File: config.mk
export PLATFORM = sky130hd
export DESIGN_NAME = modbus_read_holding_master
export DESIGN_NICKNAME = d
export VERILOG_FILES = /design/src/sv/mrhm_pkg.sv /design/src/sv/mrhm_rx.sv /design/src/sv/mrhm_out.sv /design/src/sv/modbus_read_holding_master.sv
export SDC_FILE = /design/constraint.sdc
export NUM_CORES = 1
export LEC_CHECK = 0
export ABC_AREA = 1
export BUFFER_PORTS_ARGS = -buffer_cell sky130_fd_sc_hd__buf_2
export CAP_MARGIN = 20
export CELL_PAD_IN_SITES_DETAIL_PLACEMENT = 0
export CELL_PAD_IN_SITES_GLOBAL_PLACEMENT = 1
export CORE_ASPECT_RATIO = 0.8
export CORE_UTILIZATION = 37
export CTS_CLUSTER_DIAMETER = 30
export CTS_CLUSTER_SIZE = 12
export DETAILED_ROUTE_END_ITERATION = 7
export MAX_ROUTING_LAYER = met4
export PLACE_DENSITY_LB_ADDON = 0.1
export REMOVE_ABC_BUFFERS = 1
export SLEW_MARGIN = 20
export SYNTH_ARGS = -nofsm -noshare
export SYNTH_HDL_FRONTEND = slang
export SYNTH_SLANG_ARGS = --single-unit
File: constraint.sdc
create_clock -name clk -period 3.55 [get_ports clk]
set_input_delay 0.8875 -clock clk [delete_from_list [all_inputs] [get_ports clk]]
set_output_delay 0.8875 -clock clk [all_outputs]
set_load 0.05 [all_outputs]
File: src/sv/mrhm_pkg.sv
`timescale 1ns / 1ps

package mrhm_pkg;

  localparam int FRAME_BYTES_DEF = 256;

  // Width used for position and length compares; holds any frame length up to 256 bytes
  // and the longest expected length of five plus twice 125.
  localparam int CMP_W = 10;

  localparam logic [1:0] CMD_REQ  = 2'd0;
  localparam logic [1:0] CMD_BYTE = 2'd1;
  localparam logic [1:0] CMD_EOF  = 2'd2;

  localparam logic [1:0] KIND_TX     = 2'd0;
  localparam logic [1:0] KIND_WORD   = 2'd1;
  localparam logic [1:0] KIND_STATUS = 2'd2;

  localparam logic [2:0] ST_OK        = 3'd0;
  localparam logic [2:0] ST_NO_RESP   = 3'd1;
  localparam logic [2:0] ST_CRC_ERR   = 3'd2;
  localparam logic [2:0] ST_EXCEPTION = 3'd3;
  localparam logic [2:0] ST_BAD_COUNT = 3'd4;
  localparam logic [2:0] ST_SHORT     = 3'd5;

  localparam logic [7:0]  FUNC_READ_HOLDING = 8'h03;
  localparam logic [7:0]  FUNC_EXC_BIT      = 8'h80;
  localparam logic [15:0] CRC_INIT          = 16'hFFFF;
  localparam logic [15:0] CRC_POLY          = 16'hA001;

  typedef struct packed {
    logic        has_res;
    logic        is_req;
    logic [1:0]  kind;
    logic [6:0]  word_index;
    logic [15:0] word_value;
    logic [2:0]  status;
    logic [7:0]  exception_code;
    logic [7:0]  slave_addr;
    logic [15:0] first_register;
    logic [6:0]  register_count;
  } res_t;

  function automatic logic [15:0] crc_feed(input logic [15:0] crc_in, input logic [7:0] b);
    logic [15:0] c;
    c = crc_in ^ {8'h00, b};
    for (int k = 0; k < 8; k++) begin
      if (c[0]) begin
        c = (c >> 1) ^ CRC_POLY;
      end else begin
        c = c >> 1;
      end
    end
    return c;
  endfunction

endpackage

File: src/sv/mrhm_rx.sv
`timescale 1ns / 1ps

module mrhm_rx #(
  parameter int FRAME_BYTES = mrhm_pkg::FRAME_BYTES_DEF
) (
  input  logic              clk,
  input  logic              rst_n,
  input  logic              in_vld,
  input  logic [1:0]        cmd,
  input  logic [7:0]        slave_addr,
  input  logic [15:0]       first_register,
  input  logic [6:0]        register_count,
  input  logic [7:0]        rx_data,
  input  logic              advance,
  output mrhm_pkg::res_t    res
);
  import mrhm_pkg::*;

  localparam int POS_W = $clog2(FRAME_BYTES + 1);

  logic [6:0]       exp_regs_r, exp_regs_nxt;
  logic [POS_W-1:0] pos_r, pos_nxt;
  logic [15:0]      crc_r, crc_nxt;
  logic [7:0]       func_r, func_nxt;
  logic [7:0]       cnt_byte_r, cnt_byte_nxt;
  logic [7:0]       pend_r, pend_nxt;

  logic [CMP_W-1:0] pos_ext;
  logic [CMP_W-1:0] idx_ext;
  logic [CMP_W-1:0] need_len;
  logic             full;
  logic             is_word;
  logic             word_ok;

  assign pos_ext  = {{(CMP_W - POS_W){1'b0}}, pos_r};
  assign full     = pos_ext >= CMP_W'(FRAME_BYTES);
  assign idx_ext  = (pos_ext - CMP_W'(4)) >> 1;
  assign is_word  = (pos_ext >= CMP_W'(4)) && !pos_ext[0];
  assign word_ok  = is_word && (idx_ext < CMP_W'(exp_regs_r));
  assign need_len = CMP_W'(5) + CMP_W'({exp_regs_r, 1'b0});

  always_comb begin
    res          = '0;
    exp_regs_nxt = exp_regs_r;
    pos_nxt      = pos_r;
    crc_nxt      = crc_r;
    func_nxt     = func_r;
    cnt_byte_nxt = cnt_byte_r;
    pend_nxt     = pend_r;
    if (in_vld) begin
      unique case (cmd)
        CMD_REQ: begin
          res.has_res        = 1'b1;
          res.is_req         = 1'b1;
          res.kind           = KIND_TX;
          res.slave_addr     = slave_addr;
          res.first_register = first_register;
          res.register_count = register_count;
          exp_regs_nxt       = register_count;
          pos_nxt            = '0;
          crc_nxt            = CRC_INIT;
          func_nxt           = '0;
          cnt_byte_nxt       = '0;
          pend_nxt           = '0;
        end
        CMD_BYTE: begin
          if (!full) begin
            crc_nxt = crc_feed(crc_r, rx_data);
            pos_nxt = pos_r + POS_W'(1);
            if (pos_ext == CMP_W'(1)) begin
              func_nxt = rx_data;
            end else if (pos_ext == CMP_W'(2)) begin
              cnt_byte_nxt = rx_data;
            end else if (pos_ext >= CMP_W'(3) && pos_ext[0]) begin
              pend_nxt = rx_data;
            end else if (word_ok) begin
              res.has_res    = 1'b1;
              res.kind       = KIND_WORD;
              res.word_index = idx_ext[6:0];
              res.word_value = {pend_r, rx_data};
            end
          end
        end
        CMD_EOF: begin
          res.has_res = 1'b1;
          res.kind    = KIND_STATUS;
          if (pos_ext < CMP_W'(5)) begin
            res.status = ST_NO_RESP;
          end else if (crc_r != 16'h0000) begin
            res.status = ST_CRC_ERR;
          end else if ((func_r & FUNC_EXC_BIT) != 8'h00) begin
            res.status         = ST_EXCEPTION;
            res.exception_code = cnt_byte_r;
          end else if (cnt_byte_r != {exp_regs_r, 1'b0}) begin
            res.status = ST_BAD_COUNT;
          end else if (pos_ext < need_len) begin
            res.status = ST_SHORT;
          end else begin
            res.status = ST_OK;
          end
          pos_nxt      = '0;
          crc_nxt      = CRC_INIT;
          func_nxt     = '0;
          cnt_byte_nxt = '0;
          pend_nxt     = '0;
        end
        default: begin
          res = '0;
        end
      endcase
    end
  end

  always_ff @(posedge clk) begin
    if (!rst_n) begin
      exp_regs_r <= '0;
      pos_r      <= '0;
      crc_r      <= CRC_INIT;
      func_r     <= '0;
      cnt_byte_r <= '0;
      pend_r     <= '0;
    end else if (advance) begin
      exp_regs_r <= exp_regs_nxt;
      pos_r      <= pos_nxt;
      crc_r      <= crc_nxt;
      func_r     <= func_nxt;
      cnt_byte_r <= cnt_byte_nxt;
      pend_r     <= pend_nxt;
    end
  end

endmodule

File: src/sv/mrhm_out.sv
`timescale 1ns / 1ps

module mrhm_out (
  input  logic              clk,
  input  logic              rst_n,
  input  logic              load,
  input  mrhm_pkg::res_t    res,
  output logic              free,
  output logic              out_valid,
  input  logic              out_stall,
  output logic [1:0]        out_kind,
  output logic [7:0]        out_tx_data,
  output logic [6:0]        out_word_index,
  output logic [15:0]       out_word_value,
  output logic [2:0]        out_status,
  output logic [7:0]        out_exception_code,
  output logic              out_last
);
  import mrhm_pkg::*;

  logic        vld_r, vld_nxt;
  logic [1:0]  kind_r, kind_nxt;
  logic [7:0]  tx_r, tx_nxt;
  logic [6:0]  idx_r, idx_nxt;
  logic [15:0] val_r, val_nxt;
  logic [2:0]  st_r, st_nxt;
  logic [7:0]  exc_r, exc_nxt;
  logic        last_r, last_nxt;
  logic [2:0]  seq_r, seq_nxt;
  logic [15:0] first_r, first_nxt;
  logic [6:0]  cnt_r, cnt_nxt;
  logic [15:0] crc_r, crc_nxt;
  logic [15:0] crc_fed;
  logic        take;

  assign take    = vld_r && !out_stall;
  assign free    = !vld_r || (take && last_r);
  assign crc_fed = crc_feed(crc_r, tx_r);

  always_comb begin
    vld_nxt   = vld_r;
    kind_nxt  = kind_r;
    tx_nxt    = tx_r;
    idx_nxt   = idx_r;
    val_nxt   = val_r;
    st_nxt    = st_r;
    exc_nxt   = exc_r;
    last_nxt  = last_r;
    seq_nxt   = seq_r;
    first_nxt = first_r;
    cnt_nxt   = cnt_r;
    crc_nxt   = crc_r;
    if (take && !last_r) begin
      // Request frame in progress: step to the next byte. The CRC takes in
      // each byte as it leaves, so it is complete once the count byte is gone.
      seq_nxt  = seq_r + 3'd1;
      last_nxt = (seq_r == 3'd6);
      if (seq_r <= 3'd5) begin
        crc_nxt = crc_fed;
      end
      case (seq_r)
        3'd0:    tx_nxt = FUNC_READ_HOLDING;
        3'd1:    tx_nxt = first_r[15:8];
        3'd2:    tx_nxt = first_r[7:0];
        3'd3:    tx_nxt = 8'h00;
        3'd4:    tx_nxt = {1'b0, cnt_r};
        3'd5:    tx_nxt = crc_fed[7:0];
        default: tx_nxt = crc_r[15:8];
      endcase
    end else if (take) begin
      vld_nxt = 1'b0;
    end
    if (load) begin
      vld_nxt   = 1'b1;
      kind_nxt  = res.kind;
      tx_nxt    = res.is_req ? res.slave_addr : 8'h00;
      idx_nxt   = res.word_index;
      val_nxt   = res.word_value;
      st_nxt    = res.status;
      exc_nxt   = res.exception_code;
      last_nxt  = !res.is_req;
      seq_nxt   = '0;
      first_nxt = res.first_register;
      cnt_nxt   = res.register_count;
      crc_nxt   = CRC_INIT;
    end
  end

  always_ff @(posedge clk) begin
    if (!rst_n) begin
      vld_r <= 1'b0;
    end else begin
      vld_r <= vld_nxt;
    end
  end

  always_ff @(posedge clk) begin
    kind_r  <= kind_nxt;
    tx_r    <= tx_nxt;
    idx_r   <= idx_nxt;
    val_r   <= val_nxt;
    st_r    <= st_nxt;
    exc_r   <= exc_nxt;
    last_r  <= last_nxt;
    seq_r   <= seq_nxt;
    first_r <= first_nxt;
    cnt_r   <= cnt_nxt;
    crc_r   <= crc_nxt;
  end

  assign out_valid          = vld_r;
  assign out_kind           = kind_r;
  assign out_tx_data        = tx_r;
  assign out_word_index     = idx_r;
  assign out_word_value     = val_r;
  assign out_status         = st_r;
  assign out_exception_code = exc_r;
  assign out_last           = last_r;

endmodule

File: src/sv/modbus_read_holding_master.sv
`timescale 1ns / 1ps

// Modbus RTU master for function 3, read holding registers.
// Input channel (in_*): one transaction is a command. A request command yields the eight
// request bytes as transmit results, the last one marked by out_last. A received byte
// yields a register word result when it completes a requested word, else nothing.
// An end-of-frame command yields one status result and clears the receive side.
// Output channel (out_*): one result per transaction, the fields that do not apply are zero.
// A command is first registered in the input register; its result is then loaded into the
// output register, which drives out_valid, once that register is free.
// Commands with at most one result are taken one per cycle while out_stall is low; a request
// holds the output register until all eight request bytes are taken, while the request
// CRC is accumulated one byte per cycle, when not stalled, in the output sequencer.
// A stall on out_stall holds the current result; the next command that has a result
// then waits in the input register and in_stall rises until the output register frees up.
// Synchronous reset empties both registers and clears the receive state and the
// expected register count.
module modbus_read_holding_master #(
  parameter int FRAME_BYTES = mrhm_pkg::FRAME_BYTES_DEF
) (
  input  logic        clk,
  input  logic        rst_n,
  input  logic        in_valid,
  output logic        in_stall,
  input  logic [1:0]  in_cmd,
  input  logic [7:0]  in_slave_addr,
  input  logic [15:0] in_first_register,
  input  logic [6:0]  in_register_count,
  input  logic [7:0]  in_rx_data,
  output logic        out_valid,
  input  logic        out_stall,
  output logic [1:0]  out_kind,
  output logic [7:0]  out_tx_data,
  output logic [6:0]  out_word_index,
  output logic [15:0] out_word_value,
  output logic [2:0]  out_status,
  output logic [7:0]  out_exception_code,
  output logic        out_last
);
  import mrhm_pkg::*;

  logic        in_vld_r;
  logic [1:0]  cmd_r;
  logic [7:0]  slave_r;
  logic [15:0] first_r;
  logic [6:0]  count_r;
  logic [7:0]  data_r;
  logic        advance;
  logic        out_free;
  res_t        res;

  assign advance  = in_vld_r && (!res.has_res || out_free);
  assign in_stall = in_vld_r && !advance;

  always_ff @(posedge clk) begin
    if (!rst_n) begin
      in_vld_r <= 1'b0;
    end else if (!in_stall) begin
      in_vld_r <= in_valid;
    end
  end

  always_ff @(posedge clk) begin
    if (in_valid && !in_stall) begin
      cmd_r   <= in_cmd;
      slave_r <= in_slave_addr;
      first_r <= in_first_register;
      count_r <= in_register_count;
      data_r  <= in_rx_data;
    end
  end

  mrhm_rx #(
    .FRAME_BYTES(FRAME_BYTES)
  ) u_rx (
    .clk            (clk),
    .rst_n          (rst_n),
    .in_vld         (in_vld_r),
    .cmd            (cmd_r),
    .slave_addr     (slave_r),
    .first_register (first_r),
    .register_count (count_r),
    .rx_data        (data_r),
    .advance        (advance),
    .res            (res)
  );

  mrhm_out u_out (
    .clk                (clk),
    .rst_n              (rst_n),
    .load               (advance && res.has_res),
    .res                (res),
    .free               (out_free),
    .out_valid          (out_valid),
    .out_stall          (out_stall),
    .out_kind           (out_kind),
    .out_tx_data        (out_tx_data),
    .out_word_index     (out_word_index),
    .out_word_value     (out_word_value),
    .out_status         (out_status),
    .out_exception_code (out_exception_code),
    .out_last           (out_last)
  );

endmodule

---- Word level (Yosys, flattened, before mapping) ----
Cells that the tools add are included.
word-level totals
  register bits ........................... 186
  input port bits ......................... 45
  output and inout port bits .............. 47
  word-level logic and storage cells ...... 205
cells by class
  add/subtract/negate cells ............... 4
  $lt $le $gt $ge ......................... 7
  equal/unequal tests ..................... 18
  multiplexer cells ....................... 87
  bitwise logic cells ..................... 23
  reductions and logical operators ........ 40
operator list
  cell                                                                  count
  16-bit two-way mux                                                    38
  8-bit two-way mux                                                     15
  25-bit two-way mux                                                    4
  69-bit two-way mux                                                    1
  2-bit NOT with 3-bit output                                           16
  8-bit one-hot mux with 2 select lines                                 3
  8-bit one-hot mux with 6 select lines                                 1
  16-bit one-hot mux with 2 select lines                                1
  16-bit by 8-bit XOR with 16-bit output                                2
  31-bit two-way mux                                                    1
  24-bit two-way mux                                                    1
  23-bit two-way mux                                                    1
  9-bit one-hot mux with 2 select lines                                 1
  16-bit nonzero test                                                   1
  3-bit two-way mux                                                     5
  1-bit two-way mux                                                     11
  11-bit two-way mux                                                    1
  1-bit logical AND                                                     10
  9-bit by 10-bit < comparator with 1-bit output                        1
  5-bit OR reduction                                                    2
  9-bit by 3-bit subtractor with 10-bit output (second input constant)  1
  3-bit by 8-bit adder with 9-bit output (first input constant)         1
  9-bit by 1-bit adder with 9-bit output (second input constant)        1
  3-bit equality test (second input constant)                           3
  34 further kinds                                                      57

---- Logic depth before layout (Yosys ltp) ----
Gate-level depths: netlist (run 1).
  word-level depth ........................ 40
  mapped depth ............................ 21
  gate-level depth less buffers ........... 20

---- By module ----
From an unflattened synthesis (run 1), not the netlist that was laid out.
unflattened totals
  cell total of the unflattened synthesis .. 945
  area total of the unflattened synthesis .. 8603.3 µm²
modules (own cells, without submodules)
  module                      times used  cells each  area each (µm²)  sequential area each (µm²)
  mrhm_rx                     1           569         3727.3           980.9
  mrhm_out                    1           322         3567.2           2442.3
  modbus_read_holding_master  1           54          1308.8           1251.2

---- Worst setup path before layout (run 1) ----
Ideal clock, no wire load.
  kind .................................... register to register
  from .................................... register u_rx.pos_r[4]
  to ...................................... register u_out.tx_r[1], in the netlist u_out.out_tx_data[1], data pin
  setup time .............................. 323 ps
  data arrival time ....................... 3575 ps
  data required time ...................... 3227 ps
  setup slack ............................. -349 ps
  cell stages (with the launch flop) ...... 18
  buffers on the path ..................... 1
  clock period less this slack ............ 3899 ps
  cell sequence ........................... dfxtp_1 buf_2 nor2_4 nand3_1 or2_2 xor2_1 inv_1 ha_1 nand2_1 nand2_1 nor2_1 o21ai_1 nor2_2 nand3_2 nand2_2 nand3_1 inv_1 o21ai_0
on the way
  longest elaborated chain between the ends .. 15
  elaborated cells between the ends (all ways) .. 22
  those cells by class .................... add/sub: 1; order compare: 4; eq/ne: 2; mux: 8; reduce/logical: 7
ends and longest elaborated chain
  item                                               line                              RTL
  start, declared                                    mrhm_rx.sv:22                     logic [POS_W-1:0] pos_r, pos_nxt;
  start signal, assigned                             mrhm_rx.sv:124                    pos_r <= pos_nxt;
  9-bit by 3-bit subtractor with 10-bit output (*)   mrhm_rx.sv:37                     assign idx_ext = (pos_ext - CMP_W'(4)) >> 1;
  via u_rx.idx_ext[6]                                mrhm_rx.sv:29                     logic [CMP_W-1:0] idx_ext;
  9-bit by 7-bit < comparator with 1-bit output (*)  mrhm_rx.sv:39                     assign word_ok = is_word && (idx_ext < CMP_W'(exp_regs_r));
  1-bit logical AND (*)                              mrhm_rx.sv:39
  1-bit two-way mux (*)                              mrhm_rx.sv:76                     end else if (word_ok) begin
  1-bit two-way mux (*)                              mrhm_rx.sv:74                     end else if (pos_ext >= CMP_W'(3) && pos_ext[0]) begin
  1-bit two-way mux (*)                              mrhm_rx.sv:72                     end else if (pos_ext == CMP_W'(2)) begin
  1-bit two-way mux (*)                              mrhm_rx.sv:70                     if (pos_ext == CMP_W'(1)) begin
  (+2 left out)                                      -
  69-bit two-way mux (*)                             mrhm_rx.sv:50                     if (in_vld) begin
  1-bit zero test                                    modbus_read_holding_master.sv:52  assign advance = in_vld_r && (!res.has_res || out_free);
  1-bit logical OR                                   modbus_read_holding_master.sv:52
  1-bit logical AND                                  modbus_read_holding_master.sv:52
  1-bit logical AND (*)                              modbus_read_holding_master.sv:91  .load (advance && res.has_res),
  via u_out.load                                     mrhm_out.sv:6                     input logic load,
  8-bit two-way mux (*)                              mrhm_out.sv:73                    if (load) begin
  via u_out.tx_nxt[1]                                mrhm_out.sv:23                    logic [7:0] tx_r, tx_nxt;
  end signal, assigned                               mrhm_out.sv:99                    tx_r <= tx_nxt;
  end, declared                                      mrhm_out.sv:23
The timed path passes the listed nets; every way through them passes the cells marked *.
A chain may end at the register's enable or synchronous reset.

---- Worst setup path after layout (run 1) ----
  from .................................... register u_rx.pos_r[2]
  to ...................................... output port in_stall
on the way
  longest elaborated chain between the ends .. 15
  elaborated cells between the ends (all ways) .. 22
  those cells by class .................... add/sub: 1; order compare: 4; eq/ne: 2; mux: 7; reduce/logical: 8
ends and longest elaborated chain
  item                                           line                              RTL
  9-bit by 3-bit subtractor with 10-bit output   mrhm_rx.sv:37
  via u_rx.idx_ext[1]                            mrhm_rx.sv:29
  9-bit by 7-bit < comparator with 1-bit output  mrhm_rx.sv:39
  1-bit logical AND                              mrhm_rx.sv:39
  1-bit two-way mux                              mrhm_rx.sv:76
  1-bit two-way mux                              mrhm_rx.sv:74
  1-bit two-way mux                              mrhm_rx.sv:72
  1-bit two-way mux                              mrhm_rx.sv:70
  1-bit two-way mux                              mrhm_rx.sv:67                     if (!full) begin
  1-bit one-hot mux with 2 select lines          mrhm_rx.sv:51                     unique case (cmd)
  69-bit two-way mux                             mrhm_rx.sv:50
  1-bit zero test                                modbus_read_holding_master.sv:52
  1-bit logical OR                               modbus_read_holding_master.sv:52
  1-bit logical AND                              modbus_read_holding_master.sv:52
  1-bit zero test                                modbus_read_holding_master.sv:53  assign in_stall = in_vld_r && !advance;
  1-bit logical AND                              modbus_read_holding_master.sv:53
  end, declared                                  modbus_read_holding_master.sv:24  output logic in_stall,
The timed path passes the listed nets, and every way through them passes these cells.

==> results.md, run 1 <==
- The number of cells on the worst reg-to-reg path is 17.
- The number of pins with negative max-slew slack in the final report is 0.
- Dividing the detail-routed wire length by the instance count gives 15.72 microns.
- Timing analysis after detailed placement gives a worst setup slack of 171.2 ps.
- The floorplan step set the die width to 171.2 microns.
- The initial DRC count is 407.
- The core outline area is 22440 sq um.
- The final instance area is 10170 sq um.
- The total global-route track usage is 0.2005.
- The async set-or-reset flop fraction in the synthesized netlist is 0.
- The number of global-route vias before repair was 6030.
- The share of cells above drive strength 1 is 0.1742.
- Routability-driven placement finished with a final weighted congestion of 0.8695.
- The detailed-route vias per instance is 4.696.
- The H-tree depth is 4.
- For this run, the register share of the synthesized area comes to 0.5519.
- The clock transition time at the flip-flop clock pins of the worst setup and hold paths is 80 ps.
- Yosys mapped a number of flops with a built-in enable equal to 109.
- The signal on the critical path passes through inv_1 > buf_6 > ha_2 > or2_2 > nand2_1 > ha_1 > nand2_1 > nor2_1 > nand2_1 > nand2_1 > nand3_2 > nand3_2 > nand2_2 > nand3_4 > inv_2 > buf_8.
- Of the available clock period, the critical path in the final layout requires 0.9513.
- The post-synthesis average cell area is 8.925 sq um.
- The first global-routing pass estimated 33870 microns of wire.
- For hold timing, the worst endpoint is u_rx.pend_r[6]$_SDFFE_PN0P_.
- The antenna diode instance count is 0.
- The number of antenna violations at the first check in global routing is 0.
- The HPWL after detailed placement is 15780 microns.
- The class of the tightest hold or removal check is register to register.
- From synthesis to final layout, the design area changed by 20.11%.
- Across the VDD grid, the largest voltage drop is 292.0 uV.
- The number of cells produced by synthesis is 949.
- The routed wire length is 21770 microns.
- The number of remaining DRC errors is 0.
- The number of buffers created by CTS is 17.
- The kind of critical path is register to primary output.
- The initial core utilization is 0.3774.
- After detailed placement, the total cell area comes to 9368 sq um.
- The number of buffer and inverter stages on the critical path is 4.
- During placement, the flow inserted port buffers numbering 91.
- The largest single stage delay on the critical path is 330 ps.
- The top cell types in the final layout, fill and taps aside, are 234 x sky130_fd_sc_hd__nand2_1, 125 x sky130_fd_sc_hd__inv_1, 109 x sky130_fd_sc_hd__edfxtp_1.
- The maximum clock path buffer count is 2.
- The number of failing hold endpoints at the final stage is 0.
- The worst path meets setup with 172.9 ps of slack.
- For this run, the number of Yosys warnings is 0.
- The root cell of the clock tree is sky130_fd_sc_hd__clkbuf_16.
- The count of nets left with antenna violations once routing finished came out at 0.
- The largest delay contributor family on the critical path is simple AND/OR/NAND/NOR gates.
- The worst setup path is captured at a primary output.
- The die area is 23500 sq um.
- The data arrival time of the worst path is 2490 ps.
- For this design the top-level I/O count stands at 92.
- The startpoint identified for the worst register-to-register timing path is u_rx.pos_r[2]$_SDFFE_PN0P_.
- The capturing point of the worst reg2reg path is u_out.out_last$_DFFE_PP_.
- For this run, the post-layout net count is 1143.
- The largest fanout on the critical path is 6.
- The routed layout has 6504 vias.
- The number of standard-cell rows in the floorplan is 49.
- Power spread over the standard cell area amounts to 511.8 nW/um^2.
- Max-cap violations in this run came to 0.
- For the worst-skew pair, the clock arrives at the later sink with an insertion delay of 440 ps.
- Summed over all cells, the static leakage comes to 0.004419 uW.
- The most frequent cell on the critical path is sky130_fd_sc_hd__nand2_1.
- The first detailed-routing pass ran for 7 iterations.
- The worst hold path begins at u_rx.pend_r[6]$_SDFFE_PN0P_.
- The final number of setup-violating endpoints is 0.
- The remaining global-route overflow is 0.
- The overall power of the completed layout is 5207 uW.
- The run finished with clean final reports.
- CTS saw 179 sinks.
- On the final layout, the worst clock skew is 17.21 ps.
- Setup total negative slack on the finished layout was measured at 0 ps.
- Based on the critical path, the design can be clocked at up to 296.1 MHz.
- The slowest stage of the critical path is the sky130_fd_sc_hd__dfxtp_2 cell.
- STA puts the critical path data required time at 2660 ps.
- The type of origin of the critical path is a register.
- In this run the tightest slew margin relative to its limit is 0.4253.
- In this run the vertical extent of the chip is 137.3 microns.
- The worst hold path was traced through 2 stages.
- The internal reg-to-reg setup slack is 720 ps.
- The worst path in the final design needs a cycle of 3377 ps, including I/O delays and setup.
- The most used flip-flop cell after synthesis is sky130_fd_sc_hd__edfxtp_1.
- The commonest non-fill, non-tap cell in the layout is sky130_fd_sc_hd__nand2_1.
- The slew at the pin with the worst max-slew slack is 861.1 ps.
- The number of different library cells in the post-synthesis netlist is 39.
- In this run the cell area of the synthesized design comes to 8469 sq um.
- The number of synthesized register bits is 179.
- The largest net degree at the start of global routing is 40.
- TritonCTS built the clock tree.
metal layers:
layer / track usage / vias to the layer above / routed length (microns)
met5: - / - / 0
met4: 0.04861 / 0 / 149
met3: 0.03103 / 9 / 760
met2: 0.2660 / 125 / 8622
met1: 0.3113 / 3026 / 12240
li1: - / 3344 / -
cell usage after synthesis (3+ instances only):
master,number,area share
sky130_fd_sc_hd__o21ai_1,5,0.0030
sky130_fd_sc_hd__nor3_1,6,0.0035
sky130_fd_sc_hd__o21ai_0,35,0.021
sky130_fd_sc_hd__clkbuf_1,12,0.0053
sky130_fd_sc_hd__a221oi_1,6,0.0062
sky130_fd_sc_hd__xor2_1,18,0.019
sky130_fd_sc_hd__o211ai_1,13,0.012
sky130_fd_sc_hd__nand3_2,3,0.0035
sky130_fd_sc_hd__nor2_1,101,0.045
sky130_fd_sc_hd__nand4_1,8,0.0059
sky130_fd_sc_hd__buf_2,6,0.0035
sky130_fd_sc_hd__nor2_2,3,0.0022
sky130_fd_sc_hd__inv_1,130,0.058
sky130_fd_sc_hd__ha_1,32,0.047
sky130_fd_sc_hd__nand3_1,44,0.026
sky130_fd_sc_hd__buf_4,3,0.0027
sky130_fd_sc_hd__edfxtp_1,109,0.39
sky130_fd_sc_hd__nand2_1,235,0.10
sky130_fd_sc_hd__nor4_1,5,0.0037
sky130_fd_sc_hd__a22oi_1,4,0.0035
sky130_fd_sc_hd__a21oi_1,64,0.038
sky130_fd_sc_hd__dfxtp_1,70,0.17
sky130_fd_sc_hd__xnor2_1,11,0.011
sky130_fd_sc_hd__inv_2,3,0.0013
where the power goes:
group          internal, uW  switching (uW)  total (uW)
sequential             2340             103        2440
clock                  1100             961        2060
combinational           234             477         710
total                  3670            1540        5210
per-stage QoR:
step,hold slack [ps],util,cells
global route,482.4,0.4533,1385
detailed placement,449.9,0.4175,1342
CTS,461.4,0.4504,1381
finish,457.8,0.4533,1385
global placement,445.1,0.4175,1342
floorplan,429.4,-,926
cell type report:
| class | count | area, sq um |
|---|---|---|
| clock buffers | 17 | 425.4 |
| flip-flops and latches | 179 | 4681 |
| inverters | 135 | 511.7 |
| fillers | 2242 | 12270 |
| multi-input cells | 612 | 3213 |
| repair buffers | 121 | 732.0 |
| well taps | 306 | 382.9 |
| clock inverters | 15 | 226.5 |
timing repair:
item	in CTS	in global routing
hold buffers	0	0
setup buffers	7	4
gates resized for setup	13	8
pin swaps	3	3
setup endpoints to repair	1	1
hold endpoints to repair	0	0
tightest hold or removal path, delay by kind of cell (launching register included):
| family | cells | cell delay (ps) |
|---|---|---|
| flops | 1 | 300 |
| compound gates | 1 | 60 |
| buf+inv | 1 | 60 |
flip-flops by register name (all words and copies together), names as in the netlist, 3 cells and up:
signal and flops:
first_r 16, u_out.crc_r 16, u_out.first_r 16, u_out.out_word_value 16
u_rx.crc_r 16, u_rx.pos_r 9, data_r 8, slave_r 8
u_out.out_exception_code 8, u_out.out_tx_data 8, u_rx.cnt_byte_r 8, u_rx.pend_r 8
count_r 7, u_out.cnt_r 7, u_out.out_word_index 7, u_rx.exp_regs_r 7
u_out.out_status 3, u_out.seq_r 3
worst max-delay path by stage:
| stage | startpoint | to | cells past startpoint |
|---|---|---|---|
| 3_5_place_dp | u_rx.pos_r[3]$_SDFFE_PN0P_ | in_stall | 16 |
| 3_3_place_gp | u_rx.pos_r[3]$_SDFFE_PN0P_ | in_stall | 16 |
| 2_1_floorplan | u_rx.pos_r[4]$_SDFFE_PN0P_ | u_out.out_tx_data[1]$_DFFE_PP_ | 16 |
| 6_report | u_rx.pos_r[2]$_SDFFE_PN0P_ | in_stall | 16 |
| 4_1_cts | u_rx.pos_r[2]$_SDFFE_PN0P_ | in_stall | 17 |
| 5_1_grt | u_rx.pos_r[2]$_SDFFE_PN0P_ | in_stall | 17 |
cells by family after synthesis:
| logic type | count (synthesis) | synth area share |
|---|---|---|
| flops | 179 | 0.5519 |
| simple gates | 418 | 0.2079 |
| fa+ha+maj | 32 | 0.04727 |
| xor+xnor | 29 | 0.02999 |
| compound gates | 133 | 0.08864 |
| buf+inv | 158 | 0.07431 |
No activity file was read; power rests on OpenSTA's default activity.
==> run 2: changes to the inputs <==
--- a/config.mk
+++ b/config.mk
@@ -17,7 +17,6 @@
 export DETAILED_ROUTE_END_ITERATION = 7
 export MAX_ROUTING_LAYER = met4
 export PLACE_DENSITY_LB_ADDON = 0.1
-export REMOVE_ABC_BUFFERS = 1
 export SLEW_MARGIN = 20
 export SYNTH_ARGS = -nofsm -noshare
 export SYNTH_HDL_FRONTEND = slang
==> results.md, run 2 (synthesis results as in run 1) <==
- The slowest stage cell on the critical path is sky130_fd_sc_hd__dfxtp_4.
- Counting stages on the worst path, the most repeated cell is sky130_fd_sc_hd__nand2_1.
- The number of failing hold endpoints at the final stage is 0 (unchanged).
- The kind of end point of the critical path is a primary output.
- The delay of the slowest cell on the worst path came to 360 ps (+30 ps).
- The worst-case reg-to-reg path depth was 21 (+4).
- The worst clock skew is 12.61 ps (-4.604 ps).
- Traced cell by cell, the critical path runs through inv_2 > buf_4 > ha_4 > or2_2 > nand2_1 > ha_1 > nand2_1 > nor2_1 > nand2_1 > nand2_1 > nand3_2 > nand3_2 > nand2_4 > nand3_4 > inv_2 > buf_8.
- The number of remaining DRC errors is 0 (unchanged).
- The clock transition time at the flip-flop clock pins of the worst setup and hold paths came to 70 ps (about the same).
- The instance count along the most critical hold path is 2 (unchanged).
- The internal reg-to-reg setup slack came to 290 ps (-430 ps).
- The post-synthesis to final-layout area growth is 19.26%.
- The number of non-filler instances in the completed layout is 1380 (-0.36%).
- The largest net degree at the start of global routing is 42 (+5.0%).
- The die area is 23500 sq um (unchanged).
- The worst register-to-register path begins at u_rx.pos_r[3]$_SDFFE_PN0P_.
- The final number of setup-violating endpoints was 0 (unchanged).
- The largest delay contributor family on the critical path is simple AND/OR/NAND/NOR gates.
- The data arrival time of the worst path was 2530 ps (+40 ps).
- The top-level port count is 92 (unchanged).
- The maximum clock path buffer count came to 2 (unchanged).
- The routed wire length is 21430 microns (-1.6%).
- The number of pins with negative max-slew slack in the final report is 0 (unchanged).
- The global placement routability congestion was 0.8288 (-4.7%).
- The power density over the cells was 502.9 nW/um^2 (-1.7%).
- In this run the most critical hold path is launched from u_rx.pend_r[3]$_SDFFE_PN0P_.
- The cell total after placement is 1340 (-0.15%).
- The total global-route track usage was 0.1959 (-0.004649).
- The remaining global-route overflow is 0 (unchanged).
- The worst setup path is launched from a register.
- The average detailed-routed wire length per instance came to 15.53 microns (-1.2%).
- The initial DRC count came to 521 (+28%).
- The post-route fraction of the period consumed by the critical path is 0.9617 (+0.01045).
- The die height is 137.3 microns (unchanged).
- The data required time at the worst endpoint is 2660 ps (about the same).
- The max-capacitance violation count came to 0 (unchanged).
- The antenna diode instance count came to 0 (unchanged).
- The number of hold-repair buffers added at the cts stage is 0 (unchanged).
- The class of the tightest hold or removal check is register to register.
- The via count is 6532 (+0.43%).
- The worst-skew pair later-pin latency came to 440 ps (about the same).
- The number of buffer and inverter stages on the critical path is 4 (unchanged).
- The H-tree depth was 4 (unchanged).
- The run finished with clean final reports.
- The total clock sinks is 179 (unchanged).
- The static power due to leakage is 0.004364 uW (-1.2%).
- The top cell types in the final layout, fill and taps aside, are 234 x sky130_fd_sc_hd__nand2_1, 125 x sky130_fd_sc_hd__inv_1, 109 x sky130_fd_sc_hd__edfxtp_1.
- The share of cells above drive strength 1 is 0.1695 (-0.004775).
- The setup TNS is 0 ps (unchanged).
- The kind of critical path is register to primary output.
- The core outline area is 22440 sq um (unchanged).
- The tightest slew margin relative to the limit is 0.4349 (+0.009653).
- In this run the critical register-to-register path is captured at u_out.seq_r[1]$_SDFFE_PN0P_.
- The slew at the pin with the worst max-slew slack is 846.7 ps (-14.46 ps).
- The worst IR drop on VDD was 289.4 uV (-0.88%).
- The detailed-route vias per instance is 4.733 (+0.79%).
- The number of buffers created by CTS is 17 (unchanged).
- The wire length of the first global-routing pass is 33290 microns (-1.7%).
- The initial core utilization is 0.3774 (unchanged).
- The layout filler cell count is 2247 (+0.22%).
- The die width is 171.2 microns (unchanged).
- The root cell of the clock tree is sky130_fd_sc_hd__clkbuf_16.
- The first-pass detailed-route iteration total came to 5 (-2).
- The time the final worst path needs with I/O delays and setup was 3414 ps (+37.09 ps).
- The total nets after synthesis is 1026.
- The net count of the finished layout was 1138 (-0.44%).
- The number of nets with antenna violations after routing was 0 (unchanged).
- The number of buffers inserted by port buffering is 91 (unchanged).
- The path with the worst hold slack has its endpoint at u_rx.pend_r[3]$_SDFFE_PN0P_.
- The number of standard-cell rows in the floorplan came to 49 (unchanged).
- The number of global-route vias before repair is 5833 (-3.3%).
- The largest fanout on the critical path is 5 (-1).
- TritonCTS built the clock tree.
- The HPWL after detailed placement was 15600 microns (-1.2%).
- The number of antenna violations at the first check in global routing is 0 (unchanged).
- The upper clock frequency limit is 292.9 MHz (-1.1%).
- The commonest non-fill, non-tap cell in the layout is sky130_fd_sc_hd__nand2_1.
-- run 2: cell count changes in the layout (fill, tap and decap cells not counted), moves of 2 or more --
cell | before | now
sky130_fd_sc_hd__inv_8 | 3 | 6
sky130_fd_sc_hd__bufinv_16 | 2 | 0
sky130_fd_sc_hd__buf_4 | 26 | 22
sky130_fd_sc_hd__inv_6 | 3 | 0
sky130_fd_sc_hd__clkinv_8 | 6 | 4
sky130_fd_sc_hd__clkinv_4 | 1 | 3
sky130_fd_sc_hd__clkinvlp_4 | 0 | 2
-- run 2: per-layer routing --
layer,GRT usage,share of wire,vias to the layer above
met3,0.02959,0.035,11
li1,-,-,3344
met4,0.04911,0.0057,0
met2,0.2527,0.39,135
met1,0.3097,0.57,3042
met5,-,0,-
-- run 2: how the worst max path moves through the flow --
stage / from / to / slack, ps / cells after the start
CTS: u_rx.pos_r[2]$_SDFFE_PN0P_ / in_stall / 9 / 17
global placement: u_rx.pos_r[4]$_SDFFE_PN0P_ / in_stall / 180 / 16
floorplan: u_rx.pos_r[4]$_SDFFE_PN0P_ / u_out.out_tx_data[1]$_DFFE_PP_ / 180 / 17
finish: u_rx.pos_r[3]$_SDFFE_PN0P_ / in_stall / 140 / 16
global route: u_rx.pos_r[2]$_SDFFE_PN0P_ / in_stall / -40 / 16
detailed placement: u_rx.pos_r[4]$_SDFFE_PN0P_ / in_stall / 150 / 16
-- run 2: final cells by class --
class                           count  area, sq um  share of cell area
Sequential cell                   179         4681              0.4634
Multi-Input combinational cell    612         3226              0.3193
Timing Repair Buffer              116        690.7             0.06838
Inverter                          135        513.0             0.05079
Clock buffer                       17        425.4             0.04212
Tap cell                          306        382.9             0.03790
Clock inverter                     15        182.7             0.01809
-- run 2: where the power goes --
group	switching (uW)	internal (uW)	total (uW)
sequential	105	2340	2440
combinational	486	235	721
clock	957	961	1920
total	1550	3530	5080
-- run 2: worst register-to-register path, cell delays in order (launching register included) --
cell and delay (ps):
sky130_fd_sc_hd__dfxtp_4 360, sky130_fd_sc_hd__inv_2 40, sky130_fd_sc_hd__buf_4 150, sky130_fd_sc_hd__ha_4 160, sky130_fd_sc_hd__or2_2 300, sky130_fd_sc_hd__nand2_1 80, sky130_fd_sc_hd__ha_1 230, sky130_fd_sc_hd__nand2_1 70
sky130_fd_sc_hd__nor2_1 40, sky130_fd_sc_hd__nand2_1 50, sky130_fd_sc_hd__nand2_1 70, sky130_fd_sc_hd__nand3_2 80, sky130_fd_sc_hd__nand3_2 90, sky130_fd_sc_hd__nand2_4 80, sky130_fd_sc_hd__buf_4 100, sky130_fd_sc_hd__buf_4 80
sky130_fd_sc_hd__nand3_1 140, sky130_fd_sc_hd__buf_4 290, sky130_fd_sc_hd__nand2_1 370, sky130_fd_sc_hd__inv_1 150, sky130_fd_sc_hd__a22oi_1 160, sky130_fd_sc_hd__inv_1 60
-- run 2: per-stage QoR --
step	setup slack, ps	area (sq um)	hold slack [ps]	total power (uW)	util
finish	135.8	10100	457.2	5080	0.4502
global route	-42.04	10100	473.7	5312	0.4502
CTS	9.313	10030	460.5	5126	0.4472
detailed placement	151.2	9356	449.9	3202	0.4170
global placement	177.6	9356	446.7	3200	0.4170
floorplan	176.0	8473	429.4	2969	-
-- run 2: what timing repair did --
action,in CTS,in global routing
pin swaps,4,4
endpoints found under the setup margin,1,4
gates resized for setup,12,8
buffers inserted,5,3
==> run 3: changes to the inputs <==
--- a/config.mk
+++ b/config.mk
@@ -5,12 +5,10 @@
 export SDC_FILE = /design/constraint.sdc
 export NUM_CORES = 1
 export LEC_CHECK = 0
-export ABC_AREA = 1
 export BUFFER_PORTS_ARGS = -buffer_cell sky130_fd_sc_hd__buf_2
 export CAP_MARGIN = 20
 export CELL_PAD_IN_SITES_DETAIL_PLACEMENT = 0
 export CELL_PAD_IN_SITES_GLOBAL_PLACEMENT = 1
-export CORE_ASPECT_RATIO = 0.8
 export CORE_UTILIZATION = 37
 export CTS_CLUSTER_DIAMETER = 30
 export CTS_CLUSTER_SIZE = 12
==> results.md, run 3 <==
- The run finished, with violations left.
- The checks that failed: setup timing.
- The number of cells produced by synthesis is 693 (-27%).
- The root cell of the clock tree is sky130_fd_sc_hd__clkbuf_16.
- The antenna diode instance count is 0 (unchanged).
- Compared with the post-synthesis result, the final layout area differs by 19.10%.
- The minimum hold slack is 460.6 ps (+3.497 ps).
- The logic gate share of total power is 0.144 (+0.002).
- The first-pass detailed-route iteration total is 5 (unchanged).
- The post-synthesis average cell area is 11.83 sq um (+33%).
- The worst setup path is captured at a primary output.
- By area the synthesized netlist is led by sky130_fd_sc_hd__edfxtp_1 40%, sky130_fd_sc_hd__dfxtp_1 17%, sky130_fd_sc_hd__ha_1 4.9%, sky130_fd_sc_hd__mux2i_1 4.9%, sky130_fd_sc_hd__xnor2_1 4.2%.
- The die area came to 22750 sq um (-3.2%).
- The cell area after technology mapping came to 8197 sq um (-3.2%).
- The die width is 150.8 microns (-12%).
- Leaving out fill and tap cells, the most frequent cells in the layout are 109 x sky130_fd_sc_hd__edfxtp_1, 90 x sky130_fd_sc_hd__buf_2, 68 x sky130_fd_sc_hd__nand2_1, 68 x sky130_fd_sc_hd__dfxtp_1, 47 x sky130_fd_sc_hd__and3_1.
- The storage element area is 4677 sq um (about the same).
- The cell with the most instances after synthesis is sky130_fd_sc_hd__edfxtp_1.
- The number of synthesized flops with an enable pin is 109 (unchanged).
- The number of antenna violations at the first check in global routing is 0 (unchanged).
- The global placement routability congestion is 0.8400 (+1.4%).
- The routed wire length is 20080 microns (-6.3%).
- The final instance area is 9762 sq um (-3.4%).
- The total nets after synthesis came to 770 (-25%).
- The type of origin of the critical path is a register.
- The layout filler cell count is 2070 (-7.9%).
- Leaving out fill and tap cells, the most frequent cell in the layout is sky130_fd_sc_hd__edfxtp_1.
- The static power due to leakage is 0.004150 uW (-4.9%).
- The number of standard-cell rows in the floorplan was 54 (+10%).
- The share of synthesized area occupied by flip-flops and latches is 0.5703 (+0.01837).
- The switching power of the nets is 1395 uW (-9.9%).
- Setup repair after global routing could not meet its margin everywhere.
- The power density over the cells came to 521.9 nW/um^2 (+3.8%).
- The number of buffers inserted by port buffering is 91 (unchanged).
- The remaining global-route overflow is 0 (unchanged).
- The kind of critical path is register to primary output.
- The cell accounting for the most synthesized area is sky130_fd_sc_hd__edfxtp_1.
- The time the final worst path needs with I/O delays and setup is 3694 ps (+279.7 ps).
- The largest fanout on the critical path is 2 (-3).
- The share of cells above drive strength 1 is 0.2138 (+0.04430).
- The clock tree from TritonCTS is built.
- The tightest min-delay check is of the register to register type.
- The total global-route track usage came to 0.1872 (-0.008699).
- The warning count from the yosys run was 0 (unchanged).
- The maximum clock path buffer count is 2 (unchanged).
- The wire length of the first global-routing pass was 30490 microns (-8.4%).
- The data arrival time of the worst path is 2810 ps (+280 ps).
- The number of nets with antenna violations after routing is 0 (unchanged).
- The slowest stage of the critical path is the sky130_fd_sc_hd__or4b_1 cell.
- The proportion of total power due to net switching is 0.2738 (-0.03086).
- The worst clock skew is 12.85 ps (+0.2385 ps).
- The net count of the finished layout is 878 (-23%).
- The via count is 5568 (-15%).
- The portion of synthesized cell area occupied by the leading cell type came to 0.3993 (+0.01286).
- The delay of the slowest cell on the worst path was 450 ps (+90 ps).
- The number of synthesized register bits came to 179 (unchanged).
- The number of failing hold endpoints at the final stage is 0 (unchanged).
- The async set-or-reset flop fraction in the synthesized netlist is 0 (unchanged).
- The cell-internal power is 3699 uW (+4.7%).
- The slew at the pin with the worst max-slew slack is 911.7 ps (+65.00 ps).
- The total clock sinks is 179 (unchanged).
- The number of remaining DRC errors is 0 (unchanged).
- The number of pins with negative max-slew slack in the final report is 0 (unchanged).
- The initial DRC count is 292 (-44%).
- The HPWL after detailed placement was 14550 microns (-6.7%).
- The prevailing post-synth register cell is sky130_fd_sc_hd__edfxtp_1.
- The area used by multi-input combinational logic is 3283 sq um (+1.8%).
- The critical path goes through or3_4 > nor3_4 > xor2_1 > ha_2 > or4b_1 > a221o_2 > o21ai_2 > and2_4 > buf_8.
- The worst-skew pair later-pin latency is 430 ps (about the same).
- After synthesis, the most frequently instantiated cells are 109 x sky130_fd_sc_hd__edfxtp_1, 70 x sky130_fd_sc_hd__dfxtp_1, 68 x sky130_fd_sc_hd__nand2_1, 47 x sky130_fd_sc_hd__and3_1, 40 x sky130_fd_sc_hd__mux2i_1.
- The die height came to 150.8 microns (+9.8%).
- The placed instance area is 9094 sq um (-2.8%).
- The top-level port count came to 92 (unchanged).
- The max-capacitance violation count was 0 (unchanged).
- The register share of total power is 0.470 (-0.011).
- The average detailed-routed wire length per instance is 18.36 microns (+18%).
- The proportion of power drawn by the clock network was 0.386 (+0.009).
- The clock transition time at the flip-flop clock pins of the worst setup and hold paths is 80 ps (about the same).
- The upper clock frequency limit came to 270.7 MHz (-7.6%).
- The setup TNS came to -143.8 ps (-143.8 ps).
- The number of global-route vias before repair came to 5611 (-3.8%).
- The final number of setup-violating endpoints is 1 (+1).
- The largest net degree at the start of global routing is 40 (-4.8%).
- The core outline area is 21760 sq um (-3.0%).
- The worst IR drop on VDD is 285.2 uV (-1.5%).
- The post-route fraction of the period consumed by the critical path is 1.041 (+0.07878).
- The H-tree depth was 4 (unchanged).
- The tightest slew margin relative to the limit was 0.3875 (-0.04739).
- The number of buffers created by CTS was 17 (unchanged).
- The final critical-path setup slack is -143.8 ps (-279.7 ps).
- The data required time at the worst endpoint is 2660 ps (about the same).
- The number of hold-repair buffers added at the cts stage is 0 (unchanged).
- The number of different library cells in the post-synthesis netlist is 65 (+67%).
- The detailed-route vias per instance is 5.090 (+7.5%).
- The initial core utilization came to 0.3768 (-0.0006854).
-- run 3: cell types whose count changed in the layout (fill, tap and decap cells not counted), moves of 7 or more --
cell and delta:
sky130_fd_sc_hd__nand3_1 -22, sky130_fd_sc_hd__nor2b_1 +7, sky130_fd_sc_hd__nand2b_1 +7, sky130_fd_sc_hd__a22o_1 +8, sky130_fd_sc_hd__and2_1 +11, sky130_fd_sc_hd__nand2_1 -166, sky130_fd_sc_hd__and3_1 +45, sky130_fd_sc_hd__mux2i_1 +40
sky130_fd_sc_hd__xnor2_1 +28, sky130_fd_sc_hd__nor2_1 -72, sky130_fd_sc_hd__o21ai_0 -26, sky130_fd_sc_hd__a21oi_1 -46, sky130_fd_sc_hd__inv_1 -100
-- run 3: power by group through the flow --
| stage | combinational (uW) | sequential (uW) | clock (uW) |
|---|---|---|---|
| after floorplan | 504 | 2460 | 0 |
| after global placement | 725 | 2440 | 0 |
| after detailed placement | 731 | 2450 | 0 |
| after CTS | 740 | 2400 | 2020 |
| after global routing | 802 | 2410 | 2090 |
| final | 733 | 2400 | 1970 |
-- run 3: logic make-up after synthesis --
kind of cell    Yosys count  share of synthesized area
compound gates          100                    0.09052
xor+xnor                 58                    0.06381
fa+ha+maj                32                    0.04885
buf+inv                  59                    0.03480
flops                   179                     0.5703
mux                      41                    0.05022
simple gates            224                     0.1415
-- run 3: through the flow --
stage / total power, uW / util / worst slack (ps) / std cells
after floorplan: 2967 / - / 18.76 / 693
after detailed placement: 3177 / 0.4180 / 36.22 / 1060
after global placement: 3169 / 0.4180 / 54.46 / 1060
after CTS: 5153 / 0.4481 / -181.6 / 1094
final: 5094 / 0.4487 / -143.8 / 1094
after global routing: 5300 / 0.4487 / -280.5 / 1094
-- run 3: routing by layer --
metal	vias up	GRT usage	wire (microns)
met2	110	0.3167	10170
met4	0	0.05850	230
met1	2700	0.2290	9064
met5	-	-	0
met3	16	0.02922	619
li1	2742	-	-
-- run 3: area by class of cell --
cell class | instances | area share
Inverter | 26 | 0.01013
Timing Repair Buffer | 122 | 0.07537
Clock inverter | 15 | 0.01961
Multi-Input combinational cell | 455 | 0.3363
Sequential cell | 179 | 0.4791
Clock buffer | 17 | 0.04358
Tap cell | 280 | 0.03589
-- run 3: critical path, delay by kind of cell, from the launching register on --
kind	cells	cell delay [ps]
fa+ha+maj	1	180
buf+inv	1	150
xor+xnor	1	100
simple gates	4	1160
compound gates	2	470
flops	1	310
-- run 3: what timing repair did --
| action | 4_1_cts | 5_1_grt |
|---|---|---|
| resized for setup | 7 | 4 |
| pin swaps | 0 | 1 |
| setup endpoints to repair | 1 | 1 |
| endpoints found under the hold margin | 0 | 0 |
| buffers inserted | 2 | 0 |
-- run 3: final timing paths --
| kind | start | endpoint | slack (ps) | cells past startpoint |
|---|---|---|---|---|
| hold / removal | u_rx.pend_r[7]$_SDFFE_PN0P_ | u_rx.pend_r[7]$_SDFFE_PN0P_ | 460 | 2 |
| setup reg to reg | u_rx.pos_r[4]$_SDFFE_PN0P_ | u_out.out_tx_data[6]$_DFFE_PP_ | 440 | 12 |
| hold reg to reg | u_rx.pend_r[7]$_SDFFE_PN0P_ | u_rx.pend_r[7]$_SDFFE_PN0P_ | 460 | 2 |
| setup / recovery | u_rx.pos_r[4]$_SDFFE_PN0P_ | in_stall | -140 | 9 |
